--- src/hw/rtl/imu_median_outlier_check_defines.svh ---
// Assertion macros shared by the outlier check RTL.
// Needs signals named clk and rst_n in the scope that uses them.
`ifndef IMU_MEDIAN_OUTLIER_CHECK_DEFINES_SVH
`define IMU_MEDIAN_OUTLIER_CHECK_DEFINES_SVH

// Same-cycle implication, checked outside reset.
`define IMC_ASSERT_IMP(lbl, ante, cons) \
  lbl: assert property (@(posedge clk) disable iff (!rst_n) (ante) |-> (cons)) \
    else $error("imc: implication check failed");

// Next-cycle implication, checked outside reset.
`define IMC_ASSERT_NXT(lbl, ante, cons) \
  lbl: assert property (@(posedge clk) disable iff (!rst_n) (ante) |=> (cons)) \
    else $error("imc: next-cycle check failed");

`endif

--- src/hw/rtl/imc_pkg.sv ---
// Package for the IMU median outlier check: widths, reset values, register
// codes and shared types. No dependencies.
package imc_pkg;

  localparam int unsigned NUM_CHAN       = 10;
  localparam int unsigned NUM_ACCEL      = 3;
  localparam int unsigned WINDOW_LEN_DEF = 9;

  localparam int unsigned SAMPLE_W = 32;
  localparam int unsigned LIMIT_W  = 31;
  localparam int unsigned DIFF_W   = SAMPLE_W + 1;
  localparam int unsigned APB_ADDR_W = 3;
  localparam int unsigned APB_DATA_W = 32;

  typedef logic signed [SAMPLE_W-1:0] sample_t;
  typedef logic        [LIMIT_W-1:0]  limit_t;
  typedef logic signed [DIFF_W-1:0]   diff_t;
  typedef logic        [NUM_CHAN-1:0] mask_t;

  localparam limit_t ACCEL_LIMIT_RST = limit_t'(262144);
  localparam limit_t OTHER_LIMIT_RST = limit_t'(65536);

  // Register index, taken from paddr[2].
  typedef enum logic [0:0] {
    REG_ACCEL_LIMIT = 1'b0,
    REG_OTHER_LIMIT = 1'b1
  } reg_idx_t;

  // Control of the difference stage between lanes and merge.
  typedef struct packed {
    logic valid;
    logic full;
  } stage_t;

endpackage

--- src/hw/rtl/imc_cfg.sv ---
// APB-style register file holding the two outlier limits.
// Depends on imc_pkg.
module imc_cfg
  import imc_pkg::*;
(
  input  logic                  clk,
  input  logic                  rst_n,
  input  logic                  psel,
  input  logic                  penable,
  input  logic                  pwrite,
  input  logic [APB_ADDR_W-1:0] paddr,
  input  logic [APB_DATA_W-1:0] pwdata,
  output logic [APB_DATA_W-1:0] prdata,
  output logic                  pready,
  output limit_t                accel_limit,
  output limit_t                other_limit
);

  limit_t   accel_limit_r;
  limit_t   other_limit_r;
  reg_idx_t reg_idx;
  logic     wr_en;

  assign pready  = 1'b1;
  assign reg_idx = reg_idx_t'(paddr[2]);
  assign wr_en   = psel && penable && pwrite;

  always_ff @(posedge clk) begin
    if (!rst_n) begin
      accel_limit_r <= ACCEL_LIMIT_RST;
      other_limit_r <= OTHER_LIMIT_RST;
    end else if (wr_en) begin
      unique case (reg_idx)
        REG_ACCEL_LIMIT: accel_limit_r <= pwdata[LIMIT_W-1:0];
        REG_OTHER_LIMIT: other_limit_r <= pwdata[LIMIT_W-1:0];
        default:         accel_limit_r <= accel_limit_r;
      endcase
    end
  end

  always_comb begin
    unique case (reg_idx)
      REG_ACCEL_LIMIT: prdata = {1'b0, accel_limit_r};
      REG_OTHER_LIMIT: prdata = {1'b0, other_limit_r};
      default:         prdata = '0;
    endcase
  end

  assign accel_limit = accel_limit_r;
  assign other_limit = other_limit_r;

endmodule

--- config.mk ---
export PLATFORM = sky130hd
export DESIGN_NAME = imc_cfg
export DESIGN_NICKNAME = d
export VERILOG_FILES = /design/src/hw/rtl/imu_median_outlier_check_defines.svh /design/src/hw/rtl/imc_pkg.sv /design/src/hw/rtl/imc_cfg.sv
export SDC_FILE = /design/constraint.sdc
export NUM_CORES = 1
export LEC_CHECK = 0
export BUFFER_PORTS_ARGS = -buffer_cell sky130_fd_sc_hd__buf_4
export CAP_MARGIN = 20
export CORE_ASPECT_RATIO = 2
export CORE_MARGIN = 2
export CORE_UTILIZATION = 41
export DETAILED_ROUTE_END_ITERATION = 6
export PLACE_DENSITY = 0.79
export SYNTH_ARGS = -nofsm -noshare
export SYNTH_HDL_FRONTEND = slang
export SYNTH_SLANG_ARGS = --single-unit
--- constraint.sdc ---
create_clock -name clk -period 0.8 [get_ports clk]
set_input_delay 0.04 -clock clk [delete_from_list [all_inputs] [get_ports clk]]
set_output_delay 0.04 -clock clk [all_outputs]
set_load 0.02 [all_outputs]
==> run metrics <==
setup ws final -322 ps; initial antenna violation count 0; clock root buffer clkbuf_16; CTS buffer count 9; Critical R2R Launch other_limit[27]; drt pass-1 iters 4; Worst R2R Setup Slack -110 ps; status finished, violations left; CP Data Arrival Time ~1100 ps; fmax between 800 and 900 MHz; final total power about 8.2 mW; Die Y 120 µm; Initial Util 0.423; placed instance area approximately 4200 µm²; vias in the first global route ~3,400; Final period util 1.40; Clock Sink Count 62; setup TNS -17,690 ps; Filler Cells Inserted about 270; Clock Skew 0 ps; post-detail-place hpwl 5.97 mm; register area share after synthesis 0.446; RSZ-0062 raised after global routing true; layout cells sized above 1 0.659; Site Rows between 40 and 50; Synth Net Count between 300 and 400; gpl congestion 0.797; fin. max-slew vios 0; failing checks negative setup slack; largest net degree at the start of global routing 40; first-pass GRT wire length 17.4 mm; Req. time, crit path about 760 ps; synthesized area 2780 µm²; PD cells about 1400 nW/µm²; R2R depth 4; Critical Path End prdata[29]; wire per inst approximately 22 µm; setup violators final 104; Total Routing Usage GR 0.308; YS warnings 0; Hold/Removal Path Class primary input to flop; drt total wl 13.0 mm; initial drt markers between 100 and 150; DRC Markers 0; Hold Slack 16.2 ps; full die area 7500 µm²; Core Region 6570 µm²; area delta synth->final 109%; GRT Residual Overflow 0; Post-Syn Area per Cell roughly 10 µm²; CP Class flop to output port; H-tree depth 3; input/output buffers ~130; clock-pin slew on the worst setup and hold paths 50 ps; crit path launch accel_limit[29]; Peak VDD IR ~0.0014 V; Setup crit end kind output port; Crit Path Max Fanout 2; multi-input logic area 1540 µm²; register area 1320 µm²; CTS tree yes; Layout Nets 550; Reg-to-Reg End other_limit[27]; Lkg Pwr approximately 2.8 nW; Tmin final 1120 ps; Via-to-Cell Ratio between 5 and 6; Synth cell types 13; ANT cells 0; CP startpoint kind flop; design area between 5000 and 6000 µm²; Fin. Hold Viols 0; max_cap viols 0; clk buf depth 2; Die X 62.2 µm; Via Count between 3,000 and 4,000; Clk Latency, worst-skew pair 330 ps; antenna-violating nets left 0; I/O pins 135; number of synthesized register bits 62; Cells after Synth between 200 and 300
==> timing repair <==
item / in CTS / in global routing
buffers inserted: 14 / 49
resized for setup: 236 / 71
pin swaps: 0 / 0
hold buffers: 30 / 0
gates cloned: 0 / 0
endpoints found under the setup margin: 93 / 98
endpoints found under the hold margin: 53 / 0
==> critical path: stages, from the launching register on <==
cell	delay, ps
dfxtp_2	330
mux2_4	280
buf_6	140
==> cells by family after synthesis <==
logic type | Yosys count | share of synthesized area
other | 2 | 0.00270
and+or+nand+nor | 97 | 0.138
buffers and inverters | 24 | 0.0644
DFF | 62 | 0.446
muxes | 93 | 0.349
==> cell usage in the layout (no fill, tap or decap), drive strengths merged <==
cell type / Yosys / final
buf: 18 / 215
mux2: 31 / 31
clkinv: 0 / 2
and4b: 1 / 1
clkbuf: 6 / 12
dlygate4sd3: 0 / 30
nand4: 1 / 1
dfxtp: 62 / 62
nand2: 91 / 91
nor2b: 4 / 4
mux2i: 62 / 62
conb: 2 / 2
==> worst min path at each step <==
stage | from | to | cells after the start
floorplan | pwdata[18] | other_limit[18] | 2
global placement | pwdata[16] | other_limit[16] | 3
detailed placement | pwdata[16] | other_limit[16] | 3
CTS | pwdata[14] | other_limit[14] | 3
global route | pwdata[14] | accel_limit[14] | 3
finish | pwdata[14] | accel_limit[14] | 3
==> state kept, by name, summed over array words and instances, names as in the netlist <==
register and flops:
accel_limit 31, other_limit 31
==> per-layer routing <==
layer  up-vias  wire [µm]  track usage  part of all wire
met5         -          0            0                 0
met4         0        748        0.225             0.057
met3        51        558       0.0726             0.043
met2       172       7280        0.577              0.56
met1      1513       4430        0.282              0.34
li1       1389          -            -                 -
==> per-stage QoR <==
stage / cells / setup slack, ps / utilization
after floorplan: 278 / -79.0 / -
after global placement: 531 / -188 / 0.640
after detailed placement: 531 / -212 / 0.640
after CTS: 587 / -311 / 0.850
after global routing: 601 / -339 / 0.885
final: 601 / -322 / 0.885
==> layout make-up <==
class                           count  area share
Clock buffer                       12      0.0424
Clock inverter                      2     0.00172
Multi-Input combinational cell    192       0.265
Sequential cell                    62       0.227
Tap cell                           88      0.0189
Timing Repair Buffer              245       0.445
==> cells in the mapped netlist, drive strengths merged <==
cell     n  share of area
and4b    1         0.0036
buf     18          0.056
clkbuf   6         0.0081
conb     2         0.0027
dfxtp   62           0.45
mux2    31           0.13
mux2i   62           0.22
nand2   91           0.12
nand4    1         0.0023
nor2b    4         0.0090
==> power breakdown <==
part	internal [mW]	leakage [nW]	total [mW]	switching [mW]
sequential	3.17	0.530	3.23	0.0584
combinational	0.773	2.16	1.43	0.658
clock	2.13	0.128	3.50	1.36
Power figures use the tool's default switching activity.
