`config.mk`:
```
export PLATFORM = sky130hd
export DESIGN_NAME = imc_lane
export DESIGN_NICKNAME = d
export VERILOG_FILES = /design/src/hw/rtl/imc_pkg.sv /design/src/hw/rtl/imc_lane.sv
export VERILOG_INCLUDE_DIRS = /design/src /design/src/hw/rtl
export SDC_FILE = /design/constraint.sdc
export NUM_CORES = 1
export LEC_CHECK = 0
export BUFFER_PORTS_ARGS = -buffer_cell sky130_fd_sc_hd__buf_2
export CAP_MARGIN = 5
export CORE_ASPECT_RATIO = 1.4
export CORE_UTILIZATION = 40
export CTS_CLUSTER_DIAMETER = 30
export DETAILED_ROUTE_END_ITERATION = 12
export GPL_ROUTABILITY_DRIVEN = 0
export PLACE_DENSITY = 0.64
export SYNTH_ARGS = -nofsm -noshare
export SYNTH_HDL_FRONTEND = slang
export SYNTH_SLANG_ARGS = --single-unit
```
`constraint.sdc`:
```
create_clock -name clk -period 9.7 [get_ports clk]
set_input_delay 1.94 -clock clk [delete_from_list [all_inputs] [get_ports clk]]
set_output_delay 1.94 -clock clk [all_outputs]
set_load 0.02 [all_outputs]
```
`src/hw/rtl/imu_median_outlier_check_defines.svh`:
```
// Assertion macros shared by the outlier check RTL.
// Needs signals named clk and rst_n in the scope that uses them.
`ifndef IMU_MEDIAN_OUTLIER_CHECK_DEFINES_SVH
`define IMU_MEDIAN_OUTLIER_CHECK_DEFINES_SVH

// Same-cycle implication, checked outside reset.
`define IMC_ASSERT_IMP(lbl, ante, cons) \
  lbl: assert property (@(posedge clk) disable iff (!rst_n) (ante) |-> (cons)) \
    else $error("imc: implication check failed");

// Next-cycle implication, checked outside reset.
`define IMC_ASSERT_NXT(lbl, ante, cons) \
  lbl: assert property (@(posedge clk) disable iff (!rst_n) (ante) |=> (cons)) \
    else $error("imc: next-cycle check failed");

`endif

```
`src/hw/rtl/imc_pkg.sv`:
```
// Package for the IMU median outlier check: widths, reset values, register
// codes and shared types. No dependencies.
package imc_pkg;

  localparam int unsigned NUM_CHAN       = 10;
  localparam int unsigned NUM_ACCEL      = 3;
  localparam int unsigned WINDOW_LEN_DEF = 9;

  localparam int unsigned SAMPLE_W = 32;
  localparam int unsigned LIMIT_W  = 31;
  localparam int unsigned DIFF_W   = SAMPLE_W + 1;
  localparam int unsigned APB_ADDR_W = 3;
  localparam int unsigned APB_DATA_W = 32;

  typedef logic signed [SAMPLE_W-1:0] sample_t;
  typedef logic        [LIMIT_W-1:0]  limit_t;
  typedef logic signed [DIFF_W-1:0]   diff_t;
  typedef logic        [NUM_CHAN-1:0] mask_t;

  localparam limit_t ACCEL_LIMIT_RST = limit_t'(262144);
  localparam limit_t OTHER_LIMIT_RST = limit_t'(65536);

  // Register index, taken from paddr[2].
  typedef enum logic [0:0] {
    REG_ACCEL_LIMIT = 1'b0,
    REG_OTHER_LIMIT = 1'b1
  } reg_idx_t;

  // Control of the difference stage between lanes and merge.
  typedef struct packed {
    logic valid;
    logic full;
  } stage_t;

endpackage

```
`src/hw/rtl/imc_lane.sv`:
```
// One channel lane: sample window with running ranks, median pick and
// registered median-minus-sample difference. Depends on imc_pkg and the defines header.
`include "imu_median_outlier_check_defines.svh"

module imc_lane
  import imc_pkg::*;
#(
  parameter int unsigned WINDOW_LEN = WINDOW_LEN_DEF,
  localparam int unsigned RW = $clog2(WINDOW_LEN),
  localparam int unsigned FW = $clog2(WINDOW_LEN + 1)
) (
  input  logic          clk,
  input  logic          rst_n,
  input  logic          accept,
  input  logic          full,
  input  logic [FW-1:0] fill_count,
  input  sample_t       sample,
  output diff_t         diff
);

  localparam int unsigned MID = WINDOW_LEN / 2;

  // Position 0 is the oldest entry, WINDOW_LEN-1 the newest.
  sample_t               win_r   [WINDOW_LEN];
  logic [RW-1:0]         rank_r  [WINDOW_LEN];
  logic [RW-1:0]         rank_nxt[WINDOW_LEN];
  diff_t                 diff_r;
  diff_t                 diff_nxt;
  sample_t               median;
  logic [WINDOW_LEN-1:0] pos_valid;
  logic [WINDOW_LEN-1:0] lt_new;
  logic [WINDOW_LEN-1:0] le_new;
  logic [WINDOW_LEN-1:0] drop_lt;
  logic [WINDOW_LEN-1:0] mid_hit;
  logic [WINDOW_LEN-1:0] min_hit;
  logic [WINDOW_LEN-1:0] max_hit;

  // Rank order: by value, ties broken by age (older ranks lower).
  always_comb begin
    median = '0;
    for (int j = 0; j < WINDOW_LEN; j++) begin
      pos_valid[j] = ((FW+1)'(j) + {1'b0, fill_count}) >= (FW+1)'(WINDOW_LEN);
      lt_new[j]    = sample < win_r[j];
      le_new[j]    = pos_valid[j] && !lt_new[j] && (j != 0);
      drop_lt[j]   = rank_r[0] < rank_r[j];
      mid_hit[j]   = rank_r[j] == RW'(MID);
      min_hit[j]   = rank_r[j] == '0;
      max_hit[j]   = rank_r[j] == RW'(WINDOW_LEN - 1);
      if (mid_hit[j]) begin
        median = median | win_r[j];
      end
    end
    for (int j = 1; j < WINDOW_LEN; j++) begin
      rank_nxt[j-1] = rank_r[j] - RW'(full && drop_lt[j]) + RW'(lt_new[j]);
    end
    rank_nxt[WINDOW_LEN-1] = RW'($countones(le_new));
    diff_nxt = {median[SAMPLE_W-1], median} - {sample[SAMPLE_W-1], sample};
  end

  // Advance the window on every transfer; the oldest entry drops out.
  always_ff @(posedge clk) begin
    if (accept) begin
      for (int j = 1; j < WINDOW_LEN; j++) begin
        win_r[j-1] <= win_r[j];
      end
      win_r[WINDOW_LEN-1] <= sample;
      rank_r              <= rank_nxt;
      diff_r              <= diff_nxt;
    end
  end

  assign diff = diff_r;

  `IMC_ASSERT_IMP(a_mid_unique, full, $onehot(mid_hit))
  `IMC_ASSERT_IMP(a_min_unique, full, $onehot(min_hit))
  `IMC_ASSERT_IMP(a_max_unique, full, $onehot(max_hit))

endmodule

```
==> PnR_summary.wiki, run 1 <==
{| class="wikitable"
! Metric !! Value
|-
| Status || completed
|-
| Post-synth net total || 2,378
|-
| Number of distinct library cells after synthesis || 76
|-
| Post-Route Setup TNS || 0 ns
|-
| Avg Vias per Cell || 5.68
|-
| Share of the clock period used by the worst path after layout || 0.676
|-
| Max FO, Critical Path || 10
|-
| Resized Gates After CTS || 0
|-
| Area growth, synth to finish || 15.8%
|-
| Clk_skew || 0.0274 ns
|-
| Sequential share of power || 0.298
|-
| Kind of path behind the tightest hold check || flop to flop
|-
| Number of buffers created by CTS || 67
|-
| # setup viols final || 0
|-
| Later-pin clock latency in the skew report || 0.58 ns
|-
| Post-CTS setup repair buffer count || 0
|-
| Utilization of the core after routing || 0.472
|-
| Fraction of layout cells with a size suffix above 1 || 0.106
|-
| Residual antenna-violating net count after detailed routing || 0
|-
| Headroom to the max-slew limit || 0.313
|-
| Overall routing resource usage || 0.217
|-
| Number of buffers inserted by hold repair at cts || 0
|-
| Post-Synthesis Mean Instance Area || 11.6 um^2
|-
| Sink Count || 357
|-
| Post-synthesis register bit count || 357
|-
| Comb power frac || 0.392
|-
| Number of design-rule violations left by the first detailed-router iteration || 1,548
|-
| Final hold vios || 0
|-
| Maxcap violations || 0
|-
| Launching element of the worst setup path || sample[10]
|-
| Vias || 16,200
|-
| Switching Share || 0.370
|-
| Worst setup path category || input pin to flop
|-
| Boundary pin count || 73
|-
| Clock Power Share || 0.310
|-
| Sum of net half-perimeters after detailed placement || 42.8 mm
|-
| Detailed-router iteration count before antenna repair || 6
|-
| Antenna violations before repair || 6
|-
| Worst Tran Pin Value || 1.03 ns
|-
| Post-place setup slack || 2.57 ns
|-
| Vias in the first global route || 16,900
|-
| Total global routing overflow || 0
|-
| Sequential-to-total area share from yosys stat || 0.473
|-
| Internal power of the cells || 4.86 mW
|-
| Number of enable-type register cells in the synthesized netlist || 357
|-
| Slew Viols, Final || 0
|-
| Leak Pwr || 12.1 nW
|-
| Layout net count || 2,495
|-
| Number of synthesis warnings || 0
|-
| Reg-to-Reg Start || win_r[0][46]$_DFFE_PP_
|-
| Initial core utilization || 0.407
|-
| Maximum ir drop on the vdd rail || 0.119 mV
|-
| First-pass GRT wire length || 95.8 mm
|-
| Detail-routed net length per standard cell || 21.7 um
|-
| Syn Std Cell Area || 22,700 um^2
|-
| Kind of capture point of the worst setup path || flop
|-
| Final worst-path setup slack || 3.14 ns
|-
| Worst Hold Slack || 0.473 ns
|-
| Worst Setup Start Kind || input pin
|-
| Clock tree from TritonCTS || done
|-
| Maximum frequency from static timing analysis || 153 MHz
|-
| Clk root buf || clkbuf_16
|-
| Maximum number of pins on one net before global-route repair || 167
|-
| DRC violation count after routing || 0
|-
| Proportion of register bits with asynchronous set or reset after synthesis || 0
|-
| Buffers from clock root to sink, at most || 3
|-
| Top_reg_cell synth || edfxtp_1
|-
| Number of instances in the synthesized netlist || 1,961
|-
| RSZ-0062 raised after global routing || false
|-
| Min-Delay Startpoint || win_r[0][119]$_DFFE_PP_
|-
| Required @ worst endpoint || 10.02 ns
|-
| H-tree levels || 3
|-
| Number of port buffers || 71
|-
| Post-detailed-routing wire length || 62.1 mm
|-
| CP arrival || 6.88 ns
|-
| Die Area || 57,600 um^2
|-
| Switching power || 2.85 mW
|-
| Std-Cell Core Area || 55,600 um^2
|-
| Power density normalized to cell area || 294 nW/um^2
|-
| X dimension of the die || 203 um
|-
| Row count || 102
|-
| Time the worst path needs with I/O delays and setup || 6.56 ns
|-
| Die outline height || 284 um
|-
| Clock slew seen by the registers of the worst setup and hold paths || 0.05 ns
|}
[final cells by class]
type,count,area (um^2)
tap,728,911
multi-input combinational,1209,10500
antenna,4,10.0
clock inverter,49,547
fill,5044,29400
clock buffer,72,1740
sequential,357,10700
timing repair buffer,82,460
inverter,361,1360
[logic make-up after synthesis]
logic type               count (synthesis)  synth area share
AO/OA/AOI/OAI                          508             0.163
multiplexers                             4           0.00177
flip-flops                             357             0.473
AND/OR/NAND/NOR                        271            0.0651
buffers and inverters                  395            0.0657
XOR/XNOR                                49            0.0189
adder cells (fa/ha/maj)                377             0.212
[cell usage after synthesis, types with 3 or more instances]
cell type    n  area [um^2]
nand2b_1    22          138
or3_1        4         25.0
nand2_1     40          150
and3b_1      8         70.1
and4_1       4         35.0
mux2i_1      4         40.0
or2_2        5         31.3
o21a_1       4         30.0
and3_1       8         50.1
inv_1      360         1350
nand4_1     47          294
a22o_1      32          280
a22oi_1     35          263
o21ai_0     45          225
nor3b_1      8         60.1
o21bai_1     6         45.0
nand3b_1     3         22.5
a221o_1      3         30.0
a21oi_1    107          536
ha_1       364         4550
a2111oi_0    6         52.6
nor3_1       6         30.0
a31oi_1     13         81.3
a222oi_1    32          320
o31ai_1      5         37.5
nor2b_1     18          113
xnor2_1     41          359
nor2_1      42          158
nand3_1     48          240
a21o_1     117          878
buf_2        4         20.0
edfxtp_1   357        10700
o21ai_1      3         15.0
xor2_1       8         70.1
o22ai_1      3         18.8
a221oi_1    37          324
fa_1        13          260
o211ai_1     6         45.0
a211oi_1    16          120
a211o_1      6         52.6
clkbuf_1    29          109
[metrics by stage]
step | cells | instance area (um^2) | total power [mW]
6_report | 2862 | 26200 | 7.71
3_5_place_dp | 2737 | 24000 | 5.33
2_1_floorplan | 1961 | 22700 | 4.39
5_1_grt | 2862 | 26200 | 8.17
3_3_place_gp | 2737 | 24000 | 5.24
4_1_cts | 2858 | 26200 | 7.75
[sequential cells by signal (all words and copies together) (netlist names)]
name / count
diff: 33
rank_r: 36
win_r: 288
[layer usage]
layer | up-vias | routed length [um] | share of wire | GRT usage
met4 | 2 | 3050 | 0.049 | 0.118
met2 | 583 | 31200 | 0.50 | 0.378
met3 | 149 | 3930 | 0.063 | 0.0333
met5 | - | 13 | 0.00021 | 0
li1 | 7594 | - | - | -
met1 | 7915 | 23900 | 0.39 | 0.254
[cells in the final DEF, fill, tap and decap left out, drive strengths merged, types with 18 or more instances in the layout]
| master | netlist | layout |
|---|---|---|
| ha | 364 | 364 |
| a221oi | 37 | 37 |
| nand2b | 22 | 22 |
| nor2b | 18 | 18 |
| o21ai | 49 | 49 |
| nor2 | 43 | 43 |
| a21o | 118 | 118 |
| inv | 360 | 378 |
| a222oi | 32 | 32 |
| nand2 | 41 | 41 |
| a22o | 32 | 32 |
| clkinv | 1 | 18 |
| buf | 4 | 82 |
| edfxtp | 357 | 357 |
| a22oi | 35 | 35 |
| nand4 | 47 | 47 |
| a21oi | 109 | 109 |
| xnor2 | 41 | 41 |
| nand3 | 48 | 48 |
| clkbuf | 30 | 72 |
[power by group through the flow]
stage	sequential, mW	clock [mW]	combinational, mW
after floorplan	2.35	0	2.04
after global placement	2.32	0	2.91
after detailed placement	2.33	0	3.00
after CTS	2.30	2.41	3.03
after global routing	2.33	2.48	3.37
final	2.30	2.39	3.02
[worst paths after layout]
path / to / depth (start not counted) / slack, ns
setup / recovery: rank_r[2]$_DFFE_PP_ / 18 / 3.14
hold / removal: win_r[0][87]$_DFFE_PP_ / 0 / 0.47
setup reg to reg: rank_r[2]$_DFFE_PP_ / 18 / 4.28
hold reg to reg: win_r[0][87]$_DFFE_PP_ / 0 / 0.47
[worst max-delay path, cell delays in order]
cell	delay (ns)
buf_2	0.19
ha_1	0.34
nand4_1	0.17
or3_1	0.38
o32ai_1	0.23
o211ai_1	0.23
a211oi_1	0.62
o21bai_1	0.16
o311a_1	0.18
fa_1	0.54
inv_1	0.06
fa_1	0.51
fa_1	0.49
inv_1	0.08
ha_1	0.18
inv_1	0.06
fa_1	0.37
xnor2_1	0.14
Power figures use the tool's default switching activity.
==> run 2, diff against run 1 <==
ABC_AREA = 1   (was not set)
clock period = 6.6 ns   (was 9.7 ns; I/O delays follow)
==> run 2 against run 1 <==
Effect of this change:
- routed wire length up 4.5%
- synthesized cell count up 22%
- utilization up 0.17 points
- clock power up 67%
- die area up 2.3%
- register-to-register slack worse by 2.4 ns
- non-clock buffer count unchanged
- clock skew down 0.0011 ns
- global-route usage up 0.52 points
- sequential power up 45%
- setup slack worse by 1.6 ns
- first-iteration DRC count down 10%
==> PnR_summary.wiki, run 2 <==
{| class="wikitable"
! Metric !! Value
|-
| Maximum ir drop on the vdd rail || 0.234 mV (+96%)
|-
| Sequential standard cell area || 10,700 um^2 (unchanged)
|-
| Post-synthesis register bit count || 357 (unchanged)
|-
| Clock tree from TritonCTS || done
|-
| Post-place setup slack || 0.957 ns (-1.61 ns)
|-
| Max FO, Critical Path || 10 (unchanged)
|-
| Syn Std Cell Area || 23,200 um^2 (+2.3%)
|-
| Layout net count || 2,941 (+18%)
|-
| Avg Vias per Cell || 5.38 (-5.2%)
|-
| Detailed-router iteration count before antenna repair || 8 (+2)
|-
| Required @ worst endpoint || 6.96 ns (-3.06 ns)
|-
| Leak Pwr || 12.9 nW (+6.3%)
|-
| Commonest cells in the synthesized netlist || inv_1, nand2_1, ha_1, edfxtp_1, a21oi_1
|-
| Clk_skew || 0.0262 ns (-0.00114 ns)
|-
| Biggest area consumer among synthesized cells || edfxtp_1
|-
| Post-Route Setup TNS || 0 ns (unchanged)
|-
| Total global routing overflow || 0 (unchanged)
|-
| Most flops, register || win_r
|-
| Power density normalized to cell area || 443 nW/um^2 (+51%)
|-
| Commonest cells after routing, fill and taps aside || inv_1, nand2_1, ha_1
|-
| DRC violation count after routing || 0 (unchanged)
|-
| Post-synth net total || 2,803 (+18%)
|-
| Maxcap violations || 0 (unchanged)
|-
| Number of enable-type register cells in the synthesized netlist || 357 (unchanged)
|-
| Proportion of register bits with asynchronous set or reset after synthesis || 0 (unchanged)
|-
| Sum of net half-perimeters after detailed placement || 46.9 mm (+9.5%)
|-
| Resized Gates After CTS || 0 (unchanged)
|-
| Status || completed
|-
| Std-Cell Core Area || 57,400 um^2 (+3.1%)
|-
| Die Area || 58,900 um^2 (+2.3%)
|-
| Clk root buf || clkbuf_16
|-
| RSZ-0062 raised after global routing || false
|-
| Number of distinct library cells after synthesis || 46 (-39%)
|-
| Number of flip-flops under the largest register name || 288 (unchanged)
|-
| Area of the multi-input gates || 10,600 um^2 (+0.98%)
|-
| Area growth, synth to finish || 17.2%
|-
| Synth area leaders || edfxtp_1, ha_1, inv_1
|-
| Detail-routed net length per standard cell || 19.5 um (-10%)
|-
| Number of design-rule violations left by the first detailed-router iteration || 1,387 (-10%)
|-
| Vias || 17,900 (+10%)
|-
| Sink Count || 357 (unchanged)
|-
| Worst Tran Pin Value || 1.20 ns (+0.166 ns)
|-
| Most frequently used cell type in the post-synthesis netlist || inv_1
|-
| Fraction of layout cells with a size suffix above 1 || 0.0912 (-0.0145)
|-
| Post-Synthesis Mean Instance Area || 9.72 um^2 (-16%)
|-
| Final hold vios || 0 (unchanged)
|-
| H-tree levels || 3 (unchanged)
|-
| Number of buffers created by CTS || 80 (+19%)
|-
| Time the worst path needs with I/O delays and setup || 5.05 ns
|-
| Row count || 104 (+2.0%)
|-
| Later-pin clock latency in the skew report || 0.62 ns (+0.04 ns)
|-
| Clock slew seen by the registers of the worst setup and hold paths || 0.05 ns (about the same)
|-
| Die outline height || 287 um (+1.1%)
|-
| Initial core utilization || 0.404 (-0.00338)
|-
| Antenna violations before repair || 2 (-4)
|-
| Slew Viols, Final || 0 (unchanged)
|-
| Worst Setup Start Kind || input pin
|-
| Number of synthesis warnings || 0 (unchanged)
|-
| Overall routing resource usage || 0.222 (+0.00518)
|-
| CP arrival || 5.41 ns (-1.47 ns)
|-
| Number of instances in the synthesized netlist || 2,386 (+22%)
|-
| Most common library cell in the layout ignoring fill and taps || inv_1
|-
| Maximum number of pins on one net before global-route repair || 186 (+11%)
|-
| Placed Cells || 3,184 (+16%)
|-
| Residual antenna-violating net count after detailed routing || 0 (unchanged)
|-
| Kind of path behind the tightest hold check || flop to flop
|-
| Share of the clock period used by the worst path after layout || 0.765
|-
| # setup viols final || 0 (unchanged)
|-
| Worst setup path category || input pin to flop
|-
| Maximum frequency from static timing analysis || 198 MHz
|-
| Buffers from clock root to sink, at most || 3 (unchanged)
|-
| X dimension of the die || 205 um (+1.1%)
|-
| First-pass GRT wire length || 99.6 mm (+4.0%)
|-
| Final worst-path setup slack || 1.55 ns (-1.59 ns)
|-
| Post-CTS setup repair buffer count || 0 (unchanged)
|-
| Kind of capture point of the worst setup path || flop
|-
| Final std cells w/o fill || 3,332 (+16%)
|-
| Sequential-to-total area share from yosys stat || 0.462 (-0.0105)
|-
| Area share of the largest cell type after synthesis || 0.462 (-0.0105)
|-
| Top_reg_cell synth || edfxtp_1
|-
| Headroom to the max-slew limit || 0.202 (-0.111)
|-
| Post-detailed-routing wire length || 64.9 mm (+4.5%)
|-
| Number of filler instances in the final layout || 5,241 (+3.9%)
|-
| Number of port buffers || 71 (unchanged)
|-
| Boundary pin count || 73 (unchanged)
|-
| Vias in the first global route || 18,700 (+11%)
|-
| Number of buffers inserted by hold repair at cts || 0 (unchanged)
|}
## run 2: power by group
part | internal [mW] | total [mW] | switching [mW]
sequential | 3.11 | 3.33 | 0.220
combinational | 1.61 | 4.71 | 3.10
clock | 2.62 | 3.99 | 1.37
total | 7.34 | 12.0 | 4.69
## run 2: through the flow
| stage | instance area (um^2) | power, mW | hold slack, ns | utilization |
|---|---|---|---|---|
| finish | 27200 | 12.0 | 0.439 | 0.473 |
| global route | 27200 | 12.7 | 0.448 | 0.473 |
| CTS | 27200 | 12.1 | 0.436 | 0.473 |
| detailed placement | 24500 | 8.03 | 0.432 | 0.426 |
| global placement | 24500 | 7.86 | 0.429 | 0.426 |
| floorplan | 23200 | 6.37 | 0.426 | - |
## run 2: worst max-delay path, cell delays in order
cell and delay [ns]:
buf_2 0.25, ha_1 0.30, a21oi_1 0.17, nor2_1 0.05, nor3_1 0.13, nand2_1 0.13, nand2_1 0.07, nand2_1 0.12
nand2_1 0.11, nand3_1 0.07, nand2_1 0.15, nor2_1 0.08, fa_1 0.54, inv_1 0.06, fa_1 0.50, fa_1 0.49
inv_1 0.07, ha_1 0.17, inv_1 0.06, fa_1 0.50, inv_1 0.04
## run 2: path summary, 6_finish.rpt
| kind | from | endpoint | slack [ns] | depth (start not counted) |
|---|---|---|---|---|
| max | sample[5] | rank_r[1]$_DFFE_PP_ | 1.55 | 21 |
| min | win_r[0][279]$_DFFE_PP_ | win_r[0][247]$_DFFE_PP_ | 0.44 | 0 |
| max reg2reg | rank_r[9]$_DFFE_PP_ | diff[32]$_DFFE_PP_ | 1.90 | 15 |
| min reg2reg | win_r[0][279]$_DFFE_PP_ | win_r[0][247]$_DFFE_PP_ | 0.44 | 0 |
## run 2: routing by layer
metal | GRT usage | vias up | share of wire
li1 | - | 8526 | -
met5 | 0 | - | 0.00012
met3 | 0.0416 | 182 | 0.059
met4 | 0.130 | 2 | 0.051
met2 | 0.398 | 607 | 0.51
met1 | 0.243 | 8614 | 0.38
## run 2: kinds of logic (layout without fill, tap and decap cells)
group                      after synthesis  count (layout)  synth area share
AOI/OAI and AO/OA                      429             429             0.109
xor gates and xnor gates                44              44            0.0166
adders and majority gates              377             377             0.208
buffers and inverters                  487             690            0.0803
DFF                                    357             357             0.462
other                                    0               1                 0
and+or+nand+nor                        692             692             0.124
## run 2: layout make-up
| class | instances | share of cell area |
|---|---|---|
| flip-flops and latches | 357 | 0.395 |
| multi-input cells | 1542 | 0.390 |
| clock buffers | 87 | 0.0754 |
| inverters | 461 | 0.0637 |
| well taps | 742 | 0.0342 |
| clock inverters | 60 | 0.0240 |
| repair buffers | 82 | 0.0174 |
| diodes | 1 | 0.0000921 |
