File: src/hw/rtl/imu_median_outlier_check_defines.svh
// Assertion macros shared by the outlier check RTL.
// Needs signals named clk and rst_n in the scope that uses them.
`ifndef IMU_MEDIAN_OUTLIER_CHECK_DEFINES_SVH
`define IMU_MEDIAN_OUTLIER_CHECK_DEFINES_SVH

// Same-cycle implication, checked outside reset.
`define IMC_ASSERT_IMP(lbl, ante, cons) \
  lbl: assert property (@(posedge clk) disable iff (!rst_n) (ante) |-> (cons)) \
    else $error("imc: implication check failed");

// Next-cycle implication, checked outside reset.
`define IMC_ASSERT_NXT(lbl, ante, cons) \
  lbl: assert property (@(posedge clk) disable iff (!rst_n) (ante) |=> (cons)) \
    else $error("imc: next-cycle check failed");

`endif

File: src/hw/rtl/imc_pkg.sv
// Package for the IMU median outlier check: widths, reset values, register
// codes and shared types. No dependencies.
package imc_pkg;

  localparam int unsigned NUM_CHAN       = 10;
  localparam int unsigned NUM_ACCEL      = 3;
  localparam int unsigned WINDOW_LEN_DEF = 9;

  localparam int unsigned SAMPLE_W = 32;
  localparam int unsigned LIMIT_W  = 31;
  localparam int unsigned DIFF_W   = SAMPLE_W + 1;
  localparam int unsigned APB_ADDR_W = 3;
  localparam int unsigned APB_DATA_W = 32;

  typedef logic signed [SAMPLE_W-1:0] sample_t;
  typedef logic        [LIMIT_W-1:0]  limit_t;
  typedef logic signed [DIFF_W-1:0]   diff_t;
  typedef logic        [NUM_CHAN-1:0] mask_t;

  localparam limit_t ACCEL_LIMIT_RST = limit_t'(262144);
  localparam limit_t OTHER_LIMIT_RST = limit_t'(65536);

  // Register index, taken from paddr[2].
  typedef enum logic [0:0] {
    REG_ACCEL_LIMIT = 1'b0,
    REG_OTHER_LIMIT = 1'b1
  } reg_idx_t;

  // Control of the difference stage between lanes and merge.
  typedef struct packed {
    logic valid;
    logic full;
  } stage_t;

endpackage

File: src/hw/rtl/imc_if.sv


interface imc_out_if
  import imc_pkg::*;
  ();
  logic  valid;
  logic  ready;
  mask_t alarm_mask;
  logic  window_full;

  modport source (output valid, alarm_mask, window_full, input ready);
  modport sink (input valid, alarm_mask, window_full, output ready);
endinterface

File: src/hw/rtl/imc_merge.sv
// Merge stage: folds lane differences against the limits into the alarm
// mask and holds the result register. Depends on imc_pkg and imc_out_if.
module imc_merge
  import imc_pkg::*;
(
  input  logic           clk,
  input  logic           rst_n,
  input  stage_t         stage,
  input  diff_t          diff [NUM_CHAN],
  input  limit_t         accel_limit,
  input  limit_t         other_limit,
  output logic           stage_take,
  imc_out_if.source      out_bus
);

  logic  out_valid_r;
  logic  out_valid_nxt;
  mask_t mask_r;
  mask_t mask_nxt;
  logic  full_r;
  diff_t mag;
  diff_t lim;

  always_comb begin
    mask_nxt = '0;
    for (int c = 0; c < NUM_CHAN; c++) begin
      mag = diff[c][DIFF_W-1] ? -diff[c] : diff[c];
      lim = (c < NUM_ACCEL) ? {2'b00, accel_limit} : {2'b00, other_limit};
      mask_nxt[c] = stage.full && (mag > lim);
    end
  end

  assign stage_take = stage.valid && (!out_valid_r || out_bus.ready);

  always_comb begin
    out_valid_nxt = out_valid_r;
    priority if (stage_take) begin
      out_valid_nxt = 1'b1;
    end else if (out_bus.ready) begin
      out_valid_nxt = 1'b0;
    end else begin
      out_valid_nxt = out_valid_r;
    end
  end

  always_ff @(posedge clk) begin
    if (!rst_n) begin
      out_valid_r <= 1'b0;
    end else begin
      out_valid_r <= out_valid_nxt;
    end
  end

  always_ff @(posedge clk) begin
    if (stage_take) begin
      mask_r <= mask_nxt;
      full_r <= stage.full;
    end
  end

  assign out_bus.valid       = out_valid_r;
  assign out_bus.alarm_mask  = mask_r;
  assign out_bus.window_full = full_r;

endmodule

File: src/flat_wrapper.sv
// flat-port wrapper written by rule: the top's interface ports become plain ports
module imc_merge_flat import imc_pkg::*;
  (clk, rst_n, stage, diff, accel_limit, other_limit, stage_take, out_bus_valid, out_bus_alarm_mask, out_bus_window_full, out_bus_ready);
  imc_out_if out_bus_i ();
  input  logic clk;
  input  logic rst_n;
  input  stage_t stage;
  input  diff_t diff[NUM_CHAN];
  input  limit_t accel_limit;
  input  limit_t other_limit;
  output logic stage_take;
  output wire logic [$bits(out_bus_i.valid)-1:0] out_bus_valid;
  output wire logic [$bits(out_bus_i.alarm_mask)-1:0] out_bus_alarm_mask;
  output wire logic [$bits(out_bus_i.window_full)-1:0] out_bus_window_full;
  input wire logic [$bits(out_bus_i.ready)-1:0] out_bus_ready;
  assign out_bus_valid = out_bus_i.valid;
  assign out_bus_alarm_mask = out_bus_i.alarm_mask;
  assign out_bus_window_full = out_bus_i.window_full;
  assign out_bus_i.ready = out_bus_ready;
  imc_merge u_core (.clk(clk), .rst_n(rst_n), .stage(stage), .diff(diff), .accel_limit(accel_limit), .other_limit(other_limit), .stage_take(stage_take), .out_bus(out_bus_i));
endmodule
File: config.mk
export PLATFORM = sky130hd
export DESIGN_NAME = imc_merge_flat
export DESIGN_NICKNAME = d
export VERILOG_FILES = /design/src/hw/rtl/imu_median_outlier_check_defines.svh /design/src/hw/rtl/imc_pkg.sv /design/src/hw/rtl/imc_if.sv /design/src/hw/rtl/imc_merge.sv /design/src/flat_wrapper.sv
export SDC_FILE = /design/constraint.sdc
export NUM_CORES = 1
export LEC_CHECK = 0
export ABC_AREA = 1
export BUFFER_PORTS_ARGS = -buffer_cell sky130_fd_sc_hd__buf_2
export CAP_MARGIN = 20
export CORE_AREA = 2 2 172 174
export CTS_CLUSTER_SIZE = 16
export DETAILED_ROUTE_END_ITERATION = 8
export DIE_AREA = 0 0 174 176
export PLACE_DENSITY = 0.9
export SYNTH_ARGS = -nofsm -noshare
export SYNTH_HDL_FRONTEND = slang
export SYNTH_SLANG_ARGS = --single-unit
File: constraint.sdc
create_clock -name clk -period 3.1 [get_ports clk]
set_input_delay 0.31 -clock clk [delete_from_list [all_inputs] [get_ports clk]]
set_output_delay 0.31 -clock clk [all_outputs]
set_load 0.01 [all_outputs]
==> results by stage, run 1 <==
Run status:
- The flow ran to the end, but the final reports show violations.
- The final reports fail on setup timing.

Power and ir drop:
- The power density relative to cell area is 177 nW/um2.
- The final total power is 3.49 mW.
- Summed over all cells, the static leakage comes to 10.5 nW.
- Across the VDD grid, the largest voltage drop is 0.214 mV.

Logic synthesis:
- The number of nets handed over by synthesis was 3275.
- The dominant synthesized flop cell is edfxtp_1.
- The number of different library cells used by synthesis comes to 49.
- The synthesis warning total is 0.
- In this run the mean area of a mapped cell was 6.14 um2.
- Synthesis handed over a netlist of 2558 instances.
- Counting flops and latches in the post-synthesis netlist gives 12.
- Counting flops with an async set or reset pin after synthesis yields a share of 0.
- Of the synthesized area, sequential elements account for 0.0223.
- The cell area after synthesis is 15700 um2.
- The synthesized design contains 11 enable-type register cells.

Timing:
- The hold violation total from the final report is 0.
- Based on the critical path, the design can be clocked at up to 315 MHz.
- The count of endpoints failing setup in the final report is 2.
- In this run the tightest slew margin relative to its limit is 0.409.
- Across all setup checks in the final design, the least slack found is -0.0757 ns.
- The total count of max-transition violations in the final report is 0.
- Hold is met by 0.280 ns.
- The transition at the pin with the smallest max-transition slack is 0.886 ns.
- Setup repair after global routing could not meet its margin everywhere.
- On the final layout, the worst clock skew is 0.00121 ns.
- The final period utilization is 1.02.
- Subtracting the final worst setup slack from the clock period gives 3.18 ns.

Routing:
- In the routed layout, each cell is associated on average with a via count of 5.79.
- The number of violations reported at the end of detailed-routing iteration 0 is 1833.
- Detailed routing inserted a total of 20079 vias.
- The residual DRC count is 0.
- The average wire length per cell after detail routing is 18.5 um.
- The count of TritonRoute iterations in the first routing pass is 8.
- Summed over all layers, the routed wires come to 64000 um.
- The number of routed nets with antenna violations is 0.

Cells and area:
- The utilization of the core after routing is 0.690.
- The final layout contains 3778 nets.
- The layout overhead on the synthesized area is 25.4%.
- The most common library cell in the layout ignoring fill and taps is nand2_1.
- In the layout the commonest cells are 529 x nand2_1, 404 x buf_2, 346 x nor2_1, 315 x ha_1, 299 x inv_1.
- Of the cells placed in the final design, the portion with a size suffix greater than 1 is 0.235.

CTS:
- The largest buffer count on any clock path is 2.
- The cell sitting at the root of the clock tree is a clkbuf_16.
- At the later pin of the worst-skew pair, clock insertion delay measures 0.27 ns.
- The number of sinks handled by clock tree synthesis is 12.
- CTS built an H-tree with a depth of 1.
- The cts-stage hold buffer count is 0.
- The clock tree from TritonCTS is built.
- After clock tree synthesis, the clock-pin slew on the worst setup and hold paths is 0.07 ns.
- Buffers inserted during clock tree synthesis total 3.

Die:
- The die covers 30600 um2.
- Pin placement for this block handled 410 I/O pins.
- The die height is 176 um.
- From left edge to right edge, the die measures 174 um.
- After floorplanning, the core was divided into 62 placement rows.
- The region available for standard cell placement spans 28500 um2.
- The initial utilization of the core area, before any placement, comes to 0.550.

Global route:
- The total congestion overflow after global routing is 0.
- The number of global-route vias before repair came to 19099.
- The first-pass GRT wire length is 93600 um.
- The total routing resource utilization after global routing is 0.383.
- Entering global routing, the biggest net connects 26 pins.
- The initial antenna violation count came to 22.

Critical path:
- The critical path is of the input port to flop type.
- The data required time at the worst endpoint is 3.13 ns.
- The element type at the critical path start is an input port.
- The worst setup path is captured at a flop.
- Of all nets on the critical path, the largest fanout is 4.
- Data on the critical path arrives at its endpoint at 3.21 ns.

Placed design:
- The pre-CTS setup slack is -0.218 ns.
- The weighted congestion reported at the end of routability-driven placement is 1.06.
- The count of buffers inserted at the top-level ports is 409.
- Detailed placement ended at an HPWL of 52200 um.

Flow run:
- The tool flagged a number of max-cap violations equal to 0.

Hold path:
- The type of the tightest min-delay check is input port to flop.
registers in the layout, summed over array words and instances (netlist names):
| signal | count |
|---|---|
| u_core.out_bus.alarm_mask | 10 |
| u_core.out_bus.valid | 1 |
| u_core.out_bus.window_full | 1 |
what timing repair did:
action	in CTS	in global routing
setup endpoints to repair	0	10
hold endpoints to repair	0	0
gates resized for setup	0	127
setup buffers	0	24
cells in the mapped netlist (7+ instances only):
cell type	instances	area share
or2_2	8	0.0032
a21oi_1	162	0.052
nand2_1	543	0.13
nor3_1	56	0.018
nor3_2	22	0.014
o21ai_1	17	0.0054
nand3_1	96	0.031
nor2_1	357	0.085
a211oi_1	15	0.0072
xor2_1	209	0.12
ha_1	320	0.26
nand4_1	52	0.021
o31ai_1	9	0.0043
nor4_1	36	0.014
o21ai_0	77	0.025
nand3b_1	9	0.0043
edfxtp_1	11	0.021
a31oi_1	15	0.0060
nand3_2	8	0.0051
nor2_2	17	0.0068
clkbuf_1	27	0.0065
inv_1	307	0.073
xnor2_1	87	0.049
o21bai_1	7	0.0033
inv_2	19	0.0045
power by group:
group          total [mW]  internal, mW  switching [mW]
Sequential          0.201         0.194         0.00666
Clock               0.333         0.199           0.135
Combinational        2.96          1.17            1.78
Total                3.49          1.57            1.93
final cells by class:
cell class,count,area [um2]
repair buffers,531,3010
clock buffers,4,88.8
fillers,2491,8860
flip-flops and latches,12,350
multi-input cells,2184,14400
well taps,384,480
inverters,329,1250
diodes,22,55.1
layer usage:
metal,share of wire,GRT usage,vias to the layer above
met5,0.00097,0,-
li1,-,-,9530
met1,0.35,0.410,8962
met4,0.080,0.268,10
met3,0.097,0.0696,355
met2,0.47,0.685,1222
path summary, 6_finish.rpt:
| kind | startpoint | end | slack (ns) | depth (start not counted) |
|---|---|---|---|---|
| setup / recovery | diff[165] | u_core.out_bus.alarm_mask[4] | -0.08 | 23 |
| hold / removal | rst_n | u_core.out_bus.valid | 0.28 | 2 |
| setup reg to reg | u_core.out_bus.valid | u_core.out_bus.alarm_mask[3] | 1.46 | 2 |
| hold reg to reg | u_core.out_bus.valid | u_core.out_bus.valid | 0.50 | 2 |
cells by family after synthesis:
kind of cell,count (synthesis),share of synthesized area
AOI/OAI and AO/OA,329,0.118
DFF,12,0.0223
buffers and inverters,362,0.0871
adders and majority gates,320,0.255
and+or+nand+nor,1239,0.352
xor gates and xnor gates,296,0.165
through the flow:
stage / setup TNS (ns) / instances / area [um2]
global route: -1.18 / 3455 / 19700
finish: -0.0877 / 3466 / 19700
global placement: -0.323 / 3416 / 18800
CTS: 0 / 3420 / 18900
floorplan: 0 / 2558 / 15700
detailed placement: -1.21 / 3416 / 18800
worst max-delay path: stages:
cell     delay [ns]
buf_6          0.10
inv_2          0.06
ha_4           0.14
nand4_1        0.13
inv_2          0.12
nand3_4        0.09
nor3_4         0.23
nand3_2        0.14
nor3_4         0.26
buf_4          0.15
nor2_2         0.03
xor2_1         0.18
ha_1           0.32
a21oi_2        0.12
nor2_1         0.07
nor3b_2        0.19
o21ai_1        0.10
a21oi_1        0.13
nand2_1        0.06
nand2_1        0.05
nand2_1        0.05
nand2_1        0.09
a21oi_2        0.07
(Power assumes the default switching activity.)
==> run 2, diff against run 1 <==
- CELL_PAD_IN_SITES_DETAIL_PLACEMENT: unset -> 1
- CELL_PAD_IN_SITES_GLOBAL_PLACEMENT: unset -> 1
- CORE_AREA: 2 2 172 174 -> 2 2 207 209
- DIE_AREA: 0 0 174 176 -> 0 0 209 211
- PLACE_DENSITY: 0.9 -> 0.91
==> run 2 against run 1 <==
- the run still ends with setup timing left
- register-to-register slack better by 0.34 ns
- first-iteration DRC count rose by 28%
- core utilization decreased by 18 points
- sequential power is essentially flat
- global-route usage decreased by 5.5 points
- clock power rose by 16%
- sequential share of layout area down 0.12 points
- hold slack worse by 0.043 ns
- routed wire length grew 49%
- largest power group unchanged
==> results by stage, run 2 (synthesis gave the netlist of run 1 again) <==
Run status:
- The run finished, with violations left.
- The checks that failed: setup timing.

Timing:
- The final clock skew is 0.0280 ns (+0.0268 ns).
- The final period demand of the worst path is 3.70 ns (+0.520 ns).
- The total count of max-transition violations in the final report is 0 (unchanged).
- Setup repair after global routing could not meet its margin everywhere.
- The highest clock frequency the design can meet is 271 MHz (-14%).
- The hold violation total from the final report is 0 (unchanged).
- The worst hold margin is 0.237 ns (-0.0432 ns).
- The transition at the pin with the smallest max-transition slack is 0.934 ns (+0.0485 ns).
- The count of endpoints failing setup in the final report is 8 (+6).
- The final period utilization came to 1.19 (+0.168).
- The relative max-transition margin is 0.375 (-0.0345).
- The final-layout setup total negative slack is -2.28 ns (-2.20 ns).
- The worst setup margin is -0.596 ns (-0.520 ns).

CTS:
- The number of H-tree levels is 1 (unchanged).
- The cts-stage hold buffer count is 0 (unchanged).
- The cell at the root of the clock tree is clkbuf_16.
- The source-to-sink clock delay at the later pin of the worst-skew pair is 0.31 ns (+0.04 ns).
- The clock slew at the register clock pins of the worst setup and hold paths is 0.10 ns (+0.03 ns).
- The total clock buffers created by CTS is 3 (unchanged).
- TritonCTS built the clock tree.
- The number of sinks handled by clock tree synthesis was 12 (unchanged).
- The largest buffer count on any clock path is 2 (unchanged).

Critical path:
- The critical-path maximum fanout is 4 (unchanged).
- The class of the most critical setup path is input port to flop.
- The worst setup path is captured at a flop.
- The data required time at the worst endpoint was 3.18 ns (+0.05 ns).
- STA classifies the critical path startpoint as an input port.
- The arrival time at the worst endpoint is 3.78 ns (+0.57 ns).

Power and ir drop:
- The maximum VDD drop came to 0.186 mV (-13%).
- The internal power is 1.71 mW (+9.1%).
- The combinational power share is 0.857 (+0.010).
- The power density relative to cell area is 195 nW/um2 (+9.9%).
- The proportion of power drawn by flip-flops and latches is 0.049 (-0.009).
- The net switching power was 2.42 mW (+26%).
- The part of the power in the clock network is 0.094 (about the same).
- The static leakage is 11.0 nW (+5.0%).
- The switching power as a share of total power is 0.586 (+0.0346).

Routing:
- The number of routed nets with antenna violations is 0 (unchanged).
- The sum of routed wire length over all layers is 95300 um (+49%).
- The count of TritonRoute iterations in the first routing pass is 6 (-2).
- The vias after detailed routing is 22841 (+14%).
- The via count normalized by instance count is 6.14 (+5.9%).
- The average wire length per cell after detail routing was 25.6 um (+39%).
- The number of violations reported at the end of detailed-routing iteration 0 is 2342 (+28%).
- The residual DRC count is 0 (unchanged).

Placed design:
- The post-place instance area was 19400 um2 (+3.0%).
- The count of buffers inserted at the top-level ports is 409 (unchanged).
- The weighted congestion reported at the end of routability-driven placement is 0.994 (-6.0%).
- The final HPWL from detailed placement is 64600 um (+24%).

Die:
- The die span in x is 209 um (+20%).
- The count of pins on the block boundary came to 410 (unchanged).
- The overall die area was 44100 um2 (+44%).
- The standard cell core area is 41800 um2 (+46%).
- The die height is 211 um (+20%).
- The starting density of the core is 0.376 (-0.174).
- The count of standard-cell rows is 75 (+21%).

Flow run:
- The count of max-cap constraint violations came to 0 (unchanged).

Global route:
- The pin count of the biggest net entering global routing is 26 (unchanged).
- The initial antenna violation count came to 52 (+140%).
- The first-pass GRT wire length is 114000 um (+22%).
- The total routing resource utilization after global routing is 0.328 (-0.0548).
- The number of global-route vias before repair is 21922 (+15%).
- The total congestion overflow after global routing is 0 (unchanged).

Cells and area:
- Compared with the post-synthesis result, the final layout area differs by 34.7%.
- The flip-flop count of the largest register, all copies and words added came to 10 (unchanged).
- The final layout net count is 3864 (+2.3%).
- The final non-filler cell area is 21200 um2 (+7.5%).
- The library cell used most frequently in the layout, excluding fill and tap cells, is nand2_1.
- The top cell types in the final layout, fill and taps aside, are 516 x nand2_1, 393 x buf_2, 336 x nor2_1, 310 x ha_1, 284 x inv_1.
- The filler cell count in the final layout is 5611 (+130%).
- The proportion of layout cells with a drive suffix above 1 is 0.281 (+0.0460).

Hold path:
- The min-delay analysis places its worst path in the category input port to flop.
[run 2: critical path, stage by stage]
cell	delay (ns)
buf_2	0.11
inv_4	0.08
ha_4	0.14
nand3_2	0.12
nor2_4	0.17
nand4_4	0.11
nor3_4	0.26
nand3_2	0.17
nor2_4	0.20
nor2_2	0.07
buf_4	0.16
a21oi_2	0.16
xor2_1	0.76
ha_1	0.27
nand2_1	0.08
inv_1	0.11
nand3_1	0.11
nor2_1	0.12
nand3_1	0.11
nand2_2	0.10
a21oi_2	0.05
[run 2: final timing paths]
check | from | endpoint | slack (ns) | cells past startpoint
worst max-delay path | diff[132] | u_core.out_bus.alarm_mask[5] | -0.60 | 21
worst min-delay path | rst_n | u_core.out_bus.valid | 0.24 | 2
worst max register to register | u_core.out_bus.valid | u_core.out_bus.alarm_mask[4] | 1.80 | 2
worst min register to register | u_core.out_bus.valid | u_core.out_bus.valid | 0.52 | 2
[run 2: metrics by stage]
step | instances | utilization | power [mW] | setup WS, ns
finish | 3723 | 0.507 | 4.13 | -0.596
global route | 3713 | 0.506 | 4.36 | -0.633
CTS | 3631 | 0.470 | 3.53 | -0.0131
detailed placement | 3621 | 0.465 | 3.14 | -0.504
global placement | 3621 | 0.465 | 2.89 | -0.301
floorplan | 2558 | - | 1.93 | 0.219
[run 2: cell type report]
cell class	count	area, um2	area share
antenna	38	95.1	0.00449
clock buffer	4	88.8	0.00420
inverter	329	1290	0.0612
multi-input combinational	2184	14900	0.704
sequential	12	350	0.0166
tap	539	674	0.0319
timing repair buffer	617	3760	0.178
[run 2: metal layers]
layer,GRT usage,routed length [um],up-vias
met2,0.571,43100,1618
met3,0.0538,9800,750
met1,0.364,32900,10729
li1,-,-,9706
met4,0.238,9210,38
met5,0,233,-
[run 2: timing repair]
action	in CTS	in global routing
pin swaps	9	175
resized for setup	21	267
endpoints found under the setup margin	4	10
cloned	0	0
setup buffers	6	55
[run 2: power groups by stage]
stage                     registers (mW)  clock network [mW]  logic [mW]
after floorplan                    0.209                   0        1.72
after global placement             0.204                   0        2.69
after detailed placement           0.204                   0        2.94
after CTS                          0.200               0.354        2.98
after global routing               0.203               0.382        3.78
final                              0.203               0.386        3.54
==> run 3, diff against run 2 <==
--- a/config.mk
+++ b/config.mk
@@ -12,5 +12,5 @@
 export CELL_PAD_IN_SITES_GLOBAL_PLACEMENT = 1
 export CORE_AREA = 2 2 207 209
-export CTS_CLUSTER_SIZE = 16
+export CTS_CLUSTER_SIZE = 14
 export DETAILED_ROUTE_END_ITERATION = 8
 export DIE_AREA = 0 0 209 211
==> constraint.sdc (replaced) <==
create_clock -name clk -period 3.1 [get_ports clk]
set_input_delay 0.31 -clock clk [delete_from_list [all_inputs] [get_ports clk]]
set_output_delay 0.31 -clock clk [all_outputs]
set_load 0.02 [all_outputs]
==> run 3 against run 2 <==
- the run still ends with setup timing left
- first-iteration DRC count is 24% lower
- combinational power is 5% lower
- non-clock buffer count is 15 lower
- critical path type unchanged
- critical endpoint is now u_core.out_bus.alarm_mask[6]
==> results by stage, run 3 (synthesis gave the netlist of run 1 again) <==
Timing:
- Setup repair after global routing could not meet its margin everywhere.
- The final period utilization is 1.06 (-0.136).
- The highest clock frequency the design can meet is 305 MHz (+13%).
- The total count of max-transition violations in the final report is 0 (unchanged).
- The final period demand of the worst path is 3.28 ns (-0.421 ns).
- The relative max-transition margin is 0.476 (+0.101).
- The worst setup margin is -0.176 ns (+0.421 ns).
- The final clock skew came to 0.00469 ns (-0.0233 ns).
- The worst hold margin is 0.269 ns (+0.0325 ns).
- The transition at the pin with the smallest max-transition slack is 0.786 ns (-0.149 ns).
- The count of endpoints failing setup in the final report is 8 (unchanged).
- The hold violation total from the final report is 0 (unchanged).

Hold path:
- In this run the most critical hold path is launched from rst_n.
- The type of the tightest min-delay check is input port to flop.

Global route:
- The met2 usage is 0.577 (+0.00621).
- The number of global-route vias before repair is 21712 (-0.96%).
- The pin count of the biggest net entering global routing is 26 (unchanged).
- The total congestion overflow after global routing came to 0 (unchanged).
- The initial antenna violation count is 41 (-21%).
- In this run the most used layer during global routing was met2.
- The met1 track demand over resource is 0.369 (+0.00474).
- The first-pass GRT wire length came to 114000 um (-0.48%).
- The met3 track demand over resource was 0.0506 (-0.00327).
- The total routing resource utilization after global routing is 0.326 (-0.00224).

Critical path:
- The critical-path maximum fanout came to 3 (-1).
- The most critical setup path has its startpoint at diff[99].
- The element type at the critical path start is an input port.
- The terminus of the critical flop-to-flop path is u_core.out_bus.alarm_mask[4].
- The data required time at the worst endpoint is 3.22 ns (+0.04 ns).
- The endpoint class of the critical path is a flop.
- The depth of the most critical reg-to-reg path was 2 (unchanged).
- The origin of the critical flop-to-flop path is u_core.out_bus.valid.
- The minimum setup slack among reg-to-reg paths is 1.54 ns (-0.26 ns).
- The critical path ends at u_core.out_bus.alarm_mask[6].
- The arrival time at the worst endpoint came to 3.40 ns (-0.38 ns).
- The worst setup path is of the input port to flop kind.

Routing:
- The vias after detailed routing is 21561 (-5.6%).
- The sum of routed wire length over all layers is 84900 um (-11%).
- The via count normalized by instance count is 5.82 (-5.1%).
- The residual DRC count is 0 (unchanged).
- The average wire length per cell after detail routing is 22.9 um (-10%).
- The count of TritonRoute iterations in the first routing pass is 5 (-1).
- The number of violations reported at the end of detailed-routing iteration 0 is 1772 (-24%).
- The number of routed nets with antenna violations came to 0 (unchanged).

CTS:
- The clock slew at the register clock pins of the worst setup and hold paths is 0.07 ns (-0.03 ns).
- The total clock buffers created by CTS is 3 (unchanged).
- In this run the clock root is driven by a clkbuf_16.
- The cts-stage hold buffer count is 0 (unchanged).
- The number of sinks handled by clock tree synthesis is 12 (unchanged).
- The source-to-sink clock delay at the later pin of the worst-skew pair is 0.28 ns (-0.03 ns).
- The largest buffer count on any clock path was 2 (unchanged).
- The number of H-tree levels is 1 (unchanged).
- TritonCTS built the clock tree.

Power and ir drop:
- The maximum VDD drop is 0.182 mV (-1.8%).
- The static leakage is 11.0 nW (-0.63%).
- The power density relative to cell area is 185 nW/um2 (-4.9%).

Cells and area:
- Leaving out fill and tap cells, the most frequent cell in the layout is nand2_1.
- The area growth from synthesis to layout is 33.1%.
- The utilization of the core after routing is 0.500 (-0.00614).
- The library cells used most frequently in the layout, excluding fill and tap cells, are 518 x nand2_1, 393 x buf_2, 337 x nor2_1, 310 x ha_1, 287 x inv_1.
- The proportion of layout cells with a drive suffix above 1 came to 0.272 (-0.00824).
- The flip-flop count of the largest register, all copies and words added is 10 (unchanged).
- The final layout net count came to 3849 (-0.39%).

Flow run:
- The count of max-cap constraint violations was 0 (unchanged).

Placed design:
- The weighted congestion reported at the end of routability-driven placement came to 0.997 (+0.25%).
- The count of buffers inserted at the top-level ports is 409 (unchanged).
- The final HPWL from detailed placement is 64200 um (-0.56%).

Run status:
- The final reports fail on setup timing.
- The flow ran to the end, but the final reports show violations.

Die:
- The count of pins on the block boundary is 410 (unchanged).
- The starting density of the core is 0.376 (unchanged).
- The die span in x is 209 um (unchanged).
- The die height is 211 um (unchanged).
- The count of standard-cell rows is 75 (unchanged).
- The overall die area is 44100 um2 (unchanged).
- The standard cell core area came to 41800 um2 (unchanged).
-- run 3: changes by cell type in the layout (fill, tap and decap cells not counted), sizes merged --
| cell | previous run | this run |
|---|---|---|
| buf | 617 | 602 |
| diode | 38 | 32 |
-- run 3: cell type report --
class / instances / area, um2
multi-input combinational: 2184 / 14800
tap: 539 / 674
timing repair buffer: 602 / 3630
antenna: 32 / 80.1
sequential: 12 / 350
fill: 5650 / 20900
clock buffer: 4 / 78.8
inverter: 329 / 1290
-- run 3: where the power goes --
| part | leakage [nW] | total [mW] | internal [mW] | switching (mW) |
|---|---|---|---|---|
| logic | 10.8 | 3.35 | 1.28 | 2.07 |
| registers | 0.117 | 0.201 | 0.194 | 0.00698 |
| clock network | 0.0384 | 0.324 | 0.177 | 0.147 |
-- run 3: metal layers --
| metal | routed length [um] | vias to the layer above |
|---|---|---|
| met5 | 182 | - |
| met4 | 6490 | 28 |
| met3 | 7050 | 446 |
| met2 | 39800 | 1196 |
| met1 | 31300 | 10211 |
| li1 | - | 9680 |
-- run 3: repair_timing --
action                                  CTS  global route
endpoints found under the setup margin    5            10
buffers inserted                          0            46
pin swaps                                 2           160
resized for setup                         7           249
endpoints found under the hold margin     0             0
-- run 3: worst min path at each step --
stage | end | cells after the start
final | u_core.out_bus.valid | 2
after global placement | u_core.out_bus.valid | 2
after global routing | u_core.out_bus.valid | 2
after floorplan | u_core.out_bus.window_full | 0
after detailed placement | u_core.out_bus.valid | 2
after CTS | u_core.out_bus.valid | 2
-- run 3: critical path, cell delays in order --
cell and delay [ns]:
buf_2 0.11, inv_2 0.07, buf_4 0.13, nand3_1 0.12, nor2_1 0.19, nand2_1 0.13
nor3_2 0.24, nand4_1 0.23, nor2_1 0.18, nor2_1 0.07, xor2_1 0.16, ha_1 0.28
nand2_1 0.09, nor2_1 0.14, nand3_1 0.11, nor3_1 0.15, nor2_1 0.06, nand2_1 0.06
nand2_1 0.06, nand2_1 0.06, nand2_1 0.05, nand2_1 0.06, nand2_1 0.05, nand2_1 0.06
nand2_1 0.06, a21oi_1 0.16
-- run 3: through the flow --
step           setup TNS (ns)  setup WS (ns)  cell area [um2]  instances  power, mW
2_1_floorplan               0          0.219            15700       2558       1.94
3_3_place_gp           -0.920         -0.304            19400       3621       2.90
3_5_place_dp            -2.91         -0.428            19400       3621       3.14
4_1_cts               -0.0136        -0.0136            19500       3625       3.50
5_1_grt                 -2.44         -0.442            20900       3694       4.17
6_report               -0.556         -0.176            20900       3702       3.88
